`config.mk`:
```
export PLATFORM = sky130hd
export DESIGN_NAME = butterworth_bandpass_biquad_cascade
export DESIGN_NICKNAME = d
export VERILOG_FILES = /design/src/rtl/bbbc_pkg.sv /design/src/rtl/butterworth_bandpass_biquad_cascade.sv
export SDC_FILE = /design/constraint.sdc
export NUM_CORES = 2
export LEC_CHECK = 0
export BUFFER_PORTS_ARGS = -buffer_cell sky130_fd_sc_hd__buf_2
export CAP_MARGIN = 20
export CORE_AREA = 4 4 423 425
export CTS_CLUSTER_DIAMETER = 80
export DETAILED_ROUTE_END_ITERATION = 7
export DIE_AREA = 0 0 427 429
export HOLD_SLACK_MARGIN = 0.06
export PLACE_DENSITY = 0.53
export SYNTH_ARGS = -nofsm -noshare
export SYNTH_HDL_FRONTEND = slang
export SYNTH_SLANG_ARGS = --single-unit
```
`constraint.sdc`:
```
create_clock -name clk -period 9.2 [get_ports clk]
set_clock_uncertainty 0.1 [all_clocks]
set_input_delay 0.46 -clock clk [delete_from_list [all_inputs] [get_ports clk]]
set_output_delay 0.46 -clock clk [all_outputs]
set_load 0.01 [all_outputs]
```
`src/rtl/bbbc_pkg.sv`:
```
`timescale 1ns / 1ps
`default_nettype none

package bbbc_pkg;

	localparam int NSec    = 4;
	localparam int SecW    = 2;
	localparam int SampleW = 12;
	localparam int OutW    = 18;
	localparam int WordW   = 40;
	localparam int FracW   = 24;
	localparam int CoefW   = 27;
	localparam int HalfW   = 20;
	localparam int OperW   = HalfW + 1;
	localparam int ProdW   = CoefW + OperW;
	localparam int FullW   = ProdW + HalfW;
	localparam int AccW    = 44;
	localparam int OutShift = FracW - 4;

	typedef logic signed [WordW-1:0] word_t;
	typedef logic signed [CoefW-1:0] coef_t;
	typedef logic signed [OperW-1:0] oper_t;
	typedef logic signed [ProdW-1:0] prod_t;
	typedef logic signed [FullW-1:0] full_t;
	typedef logic signed [AccW-1:0]  acc_t;
	typedef logic signed [OutW-1:0]  out_t;

	typedef enum logic [2:0] {
		CoefA1,
		CoefA2,
		CoefB0,
		CoefB1,
		CoefB2
	} coef_sel_t;

	localparam word_t WordMax = {1'b0, {(WordW-1){1'b1}}};
	localparam word_t WordMin = {1'b1, {(WordW-1){1'b0}}};
	localparam out_t  OutMax  = {1'b0, {(OutW-1){1'b1}}};
	localparam out_t  OutMin  = {1'b1, {(OutW-1){1'b0}}};

	// Q3.24 coefficients, one row per section
	function automatic coef_t coef_lookup(input logic [SecW-1:0] sec, input coef_sel_t sel);
		coef_t c;
		c = '0;
		case (sec)
			2'd0: begin
				case (sel)
					CoefA1:  c = 27'sd11858519;
					CoefA2:  c = 27'sd2620774;
					CoefB0:  c = 27'sd4708512;
					CoefB1:  c = 27'sd9417023;
					CoefB2:  c = 27'sd4708512;
					default: c = '0;
				endcase
			end
			2'd1: begin
				case (sel)
					CoefA1:  c = 27'sd15943090;
					CoefA2:  c = 27'sd9071967;
					CoefB0:  c = 27'sd16777216;
					CoefB1:  c = 27'sd33554432;
					CoefB2:  c = 27'sd16777216;
					default: c = '0;
				endcase
			end
			2'd2: begin
				case (sel)
					CoefA1:  c = -27'sd32776034;
					CoefA2:  c = 27'sd16009392;
					CoefB0:  c = 27'sd16777216;
					CoefB1:  c = -27'sd33554432;
					CoefB2:  c = 27'sd16777216;
					default: c = '0;
				endcase
			end
			2'd3: begin
				case (sel)
					CoefA1:  c = -27'sd33227034;
					CoefA2:  c = 27'sd16460352;
					CoefB0:  c = 27'sd16777216;
					CoefB1:  c = -27'sd33554432;
					CoefB2:  c = 27'sd16777216;
					default: c = '0;
				endcase
			end
			default: c = '0;
		endcase
		return c;
	endfunction

	// clamp to the signed 40-bit word range
	function automatic word_t sat_word(input acc_t v);
		word_t r;
		if (v > acc_t'(WordMax)) begin
			r = WordMax;
		end else if (v < acc_t'(WordMin)) begin
			r = WordMin;
		end else begin
			r = v[WordW-1:0];
		end
		return r;
	endfunction

	// Q14.4 output, clamped to 18 bits
	function automatic out_t sat_out(input word_t y);
		logic signed [WordW-OutShift-1:0] r;
		out_t o;
		r = y[WordW-1:OutShift];
		if (r > $signed({{(WordW-OutShift-OutW){1'b0}}, OutMax})) begin
			o = OutMax;
		end else if (r < $signed({{(WordW-OutShift-OutW){1'b1}}, OutMin})) begin
			o = OutMin;
		end else begin
			o = r[OutW-1:0];
		end
		return o;
	endfunction

endpackage

`default_nettype wire

```
`src/rtl/butterworth_bandpass_biquad_cascade.sv`:
```
`timescale 1ns / 1ps
`default_nettype none

// channel   | signals                                | payload
// ----------+----------------------------------------+------------------------------
// input     | sample_valid, sample_ready             | sample   (12 b, unsigned)
// output    | filtered_valid, filtered_ready         | filtered (18 b, signed Q14.4)
//
// filtered_valid rises once all four sections have run for an accepted request. Each
// steps through Read, Load, X1, X2, Xs, Y0, Y1, Y2 and Ys, the shared multiply pair
// issuing one coefficient term a cycle and the delay memory read registered. No new
// request is taken until the last section is done. Reset clears the sections' delay words
// through per-entry valid bits at once; no clearing pass. A new request is taken while
// the previous result waits; the last section holds until the output register is free.
module butterworth_bandpass_biquad_cascade
	import bbbc_pkg::*;
(
	input  wire logic               clk,
	input  wire logic               arst_n,
	input  wire logic               sample_valid,
	output logic                    sample_ready,
	input  wire logic [SampleW-1:0] sample,
	output logic                    filtered_valid,
	input  wire logic               filtered_ready,
	output logic signed [OutW-1:0]  filtered
);

	typedef enum logic [9:0] {
		StIdle = 10'b00_0000_0001,
		StRead = 10'b00_0000_0010,
		StLoad = 10'b00_0000_0100,
		StX1   = 10'b00_0000_1000,
		StX2   = 10'b00_0001_0000,
		StXs   = 10'b00_0010_0000,
		StY0   = 10'b00_0100_0000,
		StY1   = 10'b00_1000_0000,
		StY2   = 10'b01_0000_0000,
		StYs   = 10'b10_0000_0000
	} state_t;

	state_t state_q;
	logic [SecW-1:0] sec_q;

	// delay memory: {z1, z2} per section
	logic [2*WordW-1:0] mem_q [NSec];
	logic [2*WordW-1:0] rdata_q;
	logic [NSec-1:0]    valid_q;
	logic               rvalid_q;
	logic               mem_we;

	word_t u_q, z1_q, z2_q, x_q;
	acc_t  acc_q;
	prod_t prod_hi_s1, prod_lo_s1;
	out_t  filtered_q;
	logic  filtered_valid_q;

	logic      mul_go;
	coef_sel_t mul_sel;
	word_t     mul_z;
	oper_t     oper_hi, oper_lo;
	coef_t     mul_coef;
	full_t     full_prod;
	acc_t      term;
	word_t     x_new, y_new;
	logic      last_sec, out_free;

	assign sample_ready   = (state_q == StIdle);
	assign filtered_valid = filtered_valid_q;
	assign filtered       = filtered_q;

	assign last_sec = (sec_q == SecW'(NSec - 1));
	assign out_free = !filtered_valid_q || filtered_ready;

	// pick the term issued this cycle
	always_comb begin
		mul_go  = 1'b1;
		mul_sel = CoefA1;
		mul_z   = z1_q;
		case (state_q)
			StX1: begin
				mul_sel = CoefA1;
				mul_z   = z1_q;
			end
			StX2: begin
				mul_sel = CoefA2;
				mul_z   = z2_q;
			end
			StY0: begin
				mul_sel = CoefB0;
				mul_z   = x_q;
			end
			StY1: begin
				mul_sel = CoefB1;
				mul_z   = z1_q;
			end
			StY2: begin
				mul_sel = CoefB2;
				mul_z   = z2_q;
			end
			default: mul_go = 1'b0;
		endcase
	end

	assign mul_coef = coef_lookup(sec_q, mul_sel);
	assign oper_hi  = oper_t'($signed(mul_z[WordW-1:HalfW]));
	assign oper_lo  = $signed({1'b0, mul_z[HalfW-1:0]});

	// split the 40-bit word into a signed high half and an unsigned low half
	always_ff @(posedge clk) begin
		if (mul_go) begin
			prod_hi_s1 <= mul_coef * oper_hi;
			prod_lo_s1 <= mul_coef * oper_lo;
		end
	end

	// exact product, then floor by the fraction shift
	assign full_prod = (full_t'(prod_hi_s1) <<< HalfW) + full_t'(prod_lo_s1);
	assign term      = acc_t'(full_prod >>> FracW);
	assign x_new     = sat_word(acc_q - term);
	assign y_new     = sat_word(acc_q + term);

	assign mem_we = (state_q == StXs);

	always_ff @(posedge clk) begin
		if (mem_we) begin
			mem_q[sec_q] <= {x_new, z1_q};
		end
		rdata_q <= mem_q[sec_q];
	end

	always_ff @(posedge clk or negedge arst_n) begin
		if (!arst_n) begin
			valid_q  <= '0;
			rvalid_q <= 1'b0;
		end else begin
			rvalid_q <= valid_q[sec_q];
			if (mem_we) begin
				valid_q[sec_q] <= 1'b1;
			end
		end
	end

	always_ff @(posedge clk) begin
		case (state_q)
			StIdle: begin
				if (sample_valid) begin
					u_q <= word_t'({sample, {FracW{1'b0}}});
				end
			end
			StLoad: begin
				// entries never written read as zero
				z1_q  <= rvalid_q ? rdata_q[2*WordW-1:WordW] : '0;
				z2_q  <= rvalid_q ? rdata_q[WordW-1:0] : '0;
				acc_q <= acc_t'(u_q);
			end
			StX2: acc_q <= acc_q - term;
			StXs: begin
				x_q   <= x_new;
				acc_q <= '0;
			end
			StY1, StY2: acc_q <= acc_q + term;
			StYs: begin
				u_q <= y_new;
				if (last_sec && out_free) begin
					filtered_q <= sat_out(y_new);
				end
			end
			default: ;
		endcase
	end

	always_ff @(posedge clk or negedge arst_n) begin
		if (!arst_n) begin
			state_q          <= StIdle;
			sec_q            <= '0;
			filtered_valid_q <= 1'b0;
		end else begin
			if (filtered_valid_q && filtered_ready && !(state_q == StYs && last_sec)) begin
				filtered_valid_q <= 1'b0;
			end
			case (state_q)
				StIdle: begin
					if (sample_valid) begin
						sec_q   <= '0;
						state_q <= StRead;
					end
				end
				StRead: state_q <= StLoad;
				StLoad: state_q <= StX1;
				StX1:   state_q <= StX2;
				StX2:   state_q <= StXs;
				StXs:   state_q <= StY0;
				StY0:   state_q <= StY1;
				StY1:   state_q <= StY2;
				StY2:   state_q <= StYs;
				StYs: begin
					if (!last_sec) begin
						sec_q   <= sec_q + 1'b1;
						state_q <= StRead;
					end else if (out_free) begin
						// hold here until the output register frees up
						sec_q            <= '0;
						filtered_valid_q <= 1'b1;
						state_q          <= StIdle;
					end
				end
				default: state_q <= StIdle;
			endcase
		end
	end

endmodule

`default_nettype wire

```
==> run summary <==
The run finished with clean final reports. The floorplan has 154 rows. Across all layers, the routed design uses 49276 vias. The count of state elements after synthesis works out to 715.

By area the synthesized netlist is led by sky130_fd_sc_hd__fa_1 (31%), sky130_fd_sc_hd__edfxtp_1 (27%), sky130_fd_sc_hd__inv_1 (6.8%). The tools report the worst endpoint required time as 9.54 ns. For the clock tree buffer depth, the log shows 3. Subtracting the final worst setup slack from the clock period gives 8.96 ns.

Setup violations remaining at the end of the flow were counted as 0. The logs give 0.175 mm^2 for the placeable core area and 24.6% for the aggregate global-route resource usage. After Yosys synthesis, full adders, half adders and majority gates account for 38.2% of the synthesized area. The slowest stage of the critical path is the sky130_fd_sc_hd__or4_4 cell.

Counting flops with an async set or reset pin after synthesis yields a share of 2.52%. STA classifies the critical path endpoint as a flop. The tools report the post-place setup slack as -0.0576 ns. The run gives 0 as the max-slew violation count. After detailed routing, the total wire length is 224000 um.

Yosys mapped the design onto 99 distinct sky130hd cell types. The vias per cell was 5.23. The clock root buffer was sky130_fd_sc_hd__clkbuf_16. From bottom edge to top edge, the die measures 429 um. Counting stages on the worst path, the most repeated cell is sky130_fd_sc_hd__fa_1. For the total standard cell area after synthesis, the log shows 0.0697 mm^2. The portion of synthesized area spent on multiplexers is 2.66%. Clock latency on the worst-skew pair, taken at its later pin, is 0.71 ns. Summing the areas of all compound-gate instances in the mapped netlist gives 7.66% of the synthesized area. The tools report the final weighted congestion in routability-driven placement as 0.968.

The run gives 51861 as the via count of the first global-routing pass. Max-cap violations in this run came to 0. The count of buffers added on input and output ports is 35. Data on the critical path arrives at its endpoint at 9.30 ns. The critical-path maximum fanout was 8; the antenna cell count was 0. After layout, the worst path uses 97.4% of the clock period. For this run, the slowest stage of the critical path takes 0.56 ns.

Top-area cell type share of the netlist area: 31.4%. The run gives 0 ns as the aggregate negative setup slack. The die width works out to 427 um. The wire-length estimate of the detail-placed layout is 178000 um. Counting every sink on the clock net gives 715. The final routed wire length divided by cell count is 23.7 um. Along the worst hold path, the cell count comes to 3. The number of cells on the worst reg-to-reg path is 40. The H-tree was split into 3 levels. Kind of critical path: flop to flop.

The normalized max-slew margin was 26.0%; the area fraction in and, or, nand and nor cells after synthesis was 10.7%. The transition at the pin with the smallest max-transition slack was 1.11 ns; the initial detailed-routing violation count was 4033. The number of remaining DRC errors was 0. The commonest cells after synthesis are sky130_fd_sc_hd__inv_1 (1267), sky130_fd_sc_hd__fa_1 (1092), sky130_fd_sc_hd__nand2_1 (717). The cell type contributing the most total cell area after synthesis was sky130_fd_sc_hd__fa_1. TritonCTS built the clock tree. Count of final hold-check violations: 0. By area, the combinational part of the netlist is dominated by adder cells.

36 I/O pins were placed. The tightest min-delay check is of the primary input to flop type. Clock slew seen by the registers of the worst setup and hold paths: 0.06 ns. The count of nets left with antenna violations once routing finished came out at 0. The internal reg-to-reg setup slack is 0.24 ns, and the layout cell share with drive strength beyond 1 is 13.8%. The net count after synthesis is 8117.

The synthesized design contains 617 enable-type register cells. Primary flip-flop cell chosen by synthesis mapping: sky130_fd_sc_hd__edfxtp_1. Setup repair after global routing could not meet its margin everywhere. Synthesis warning total: 0. The most used standard cell by instance count after synthesis is sky130_fd_sc_hd__inv_1. The xor-xnor portion of the synthesized cell area is 2.67%.

The first global-routing pass estimated 335000 um of wire. Compared with the post-synthesis result, the final layout area differs by 15.2%. After the last flow step, the layout net total stands at 8493.

The mean instance size in the synthesized netlist came out at 10.5 um^2. The logs give 80 for the largest net degree at the start of global routing and 0 for the overflow left after global routing. The first-pass iteration count of the detailed router was 6. Timing would allow up to 0.112 GHz.

Initial antenna violation count: 5. Clock tree synthesis inserted a total of 84 buffers. Once routing completed, OpenROAD measured the worst setup slack at 0.242 ns.

The kind of start point of the critical path is a flop. Sequential cells were found to cover 29.5% of the synthesized design area. The number of instances in the synthesized netlist was 6630; the initial core utilization was 39.7%. The total die area came out at 0.183 mm^2.
worst paths after layout:
kind | to | start
worst max-delay path | prod_hi_s1[41] | state_q[1]
worst min-delay path | filtered_valid | filtered_ready
worst max register to register | prod_hi_s1[41] | state_q[1]
worst min register to register | valid_q[2] | valid_q[2]
max in group asynchronous | sec_q[0] | arst_n
min in group asynchronous | filtered_valid | arst_n
cell type report:
class	instances	area (um^2)
Fill cell	16592	95100
Tap cell	2340	2930
Inverter	1272	4780
Multi-Input combinational cell	4341	43700
Clock inverter	38	508
Timing Repair Buffer	592	5290
Clock buffer	117	2390
Sequential cell	715	20600
metal layers:
metal	vias to the layer above	track usage, %	wire [um]
met2	1735	37.8	99600
met5	-	0	15
li1	21756	-	-
met3	358	4.94	17600
met1	25425	35.0	97600
met4	2	8.19	8660
repair_timing:
action	in CTS	in global routing
resized for setup	9	125
pin swaps	1	30
cloned	0	3
endpoints found under the setup margin	7	38
buffers inserted	0	19
hold buffers	13	0
endpoints found under the hold margin	30	0
layout by cell type (no fill, tap or decap), types with 14 or more instances in the layout:
cell type	n
sky130_fd_sc_hd__ha_1	376
sky130_fd_sc_hd__clkbuf_1	19
sky130_fd_sc_hd__a31oi_1	17
sky130_fd_sc_hd__o21a_1	22
sky130_fd_sc_hd__a21oi_2	14
sky130_fd_sc_hd__mux4_2	81
sky130_fd_sc_hd__nor3_1	27
sky130_fd_sc_hd__and2_1	102
sky130_fd_sc_hd__buf_12	66
sky130_fd_sc_hd__nand4_1	25
sky130_fd_sc_hd__o211ai_1	19
sky130_fd_sc_hd__clkbuf_16	87
sky130_fd_sc_hd__edfxtp_1	617
sky130_fd_sc_hd__nor2b_1	30
sky130_fd_sc_hd__o21bai_1	52
sky130_fd_sc_hd__dfxtp_1	80
sky130_fd_sc_hd__xnor2_1	162
sky130_fd_sc_hd__buf_2	35
sky130_fd_sc_hd__inv_1	1266
sky130_fd_sc_hd__nand2_2	14
sky130_fd_sc_hd__a22oi_1	44
sky130_fd_sc_hd__xor2_1	47
sky130_fd_sc_hd__nand3_1	33
sky130_fd_sc_hd__a21oi_1	245
sky130_fd_sc_hd__o21ai_0	133
sky130_fd_sc_hd__o21ai_1	25
sky130_fd_sc_hd__nand2b_1	26
sky130_fd_sc_hd__nand2_1	702
sky130_fd_sc_hd__buf_4	463
sky130_fd_sc_hd__dfrtp_1	14
sky130_fd_sc_hd__a21o_1	84
sky130_fd_sc_hd__fa_1	1085
sky130_fd_sc_hd__nor2_1	684
cells by family after synthesis:
| logic type | Yosys count |
|---|---|
| compound gates | 816 |
| xor+xnor | 211 |
| fa+ha+maj | 1471 |
| buf+inv | 1575 |
| flops | 715 |
| mux | 83 |
| simple gates | 1759 |
per-stage QoR:
| step | cells | utilization [%] | area, um^2 | hold WS (ns) |
|---|---|---|---|---|
| after floorplan | 6630 | - | 69700 | 0.0644 |
| after global placement | 9225 | 43.6 | 76500 | 0.347 |
| after detailed placement | 9225 | 43.6 | 76500 | 0.353 |
| after CTS | 9393 | 45.4 | 79500 | 0.183 |
| after global routing | 9415 | 45.8 | 80200 | 0.213 |
| final | 9415 | 45.8 | 80200 | 0.222 |
registers in the layout, indices dropped and copies added, names as in the netlist, 2 cells and up:
register    cells
rdata_q        80
prod_hi_s1     47
sec_q           2
filtered       18
acc_q          44
z1_q           40
state_q        10
mem_q         320
valid_q         4
prod_lo_s1     28
x_q            40
z2_q           40
u_q            40
worst max-delay path: cells and delay by family, from the launching register on:
| kind | cells | cell delay (ns) |
|---|---|---|
| AND/OR/NAND/NOR | 11 | 1.84 |
| AO/OA/AOI/OAI | 8 | 1.33 |
| buffers and inverters | 13 | 1.48 |
| flip-flops | 1 | 0.38 |
| adder cells (fa/ha/maj) | 8 | 3.55 |
Power is not shown: default switching activity piles up to over one toggle a cycle in this logic, so the estimate is an artifact.
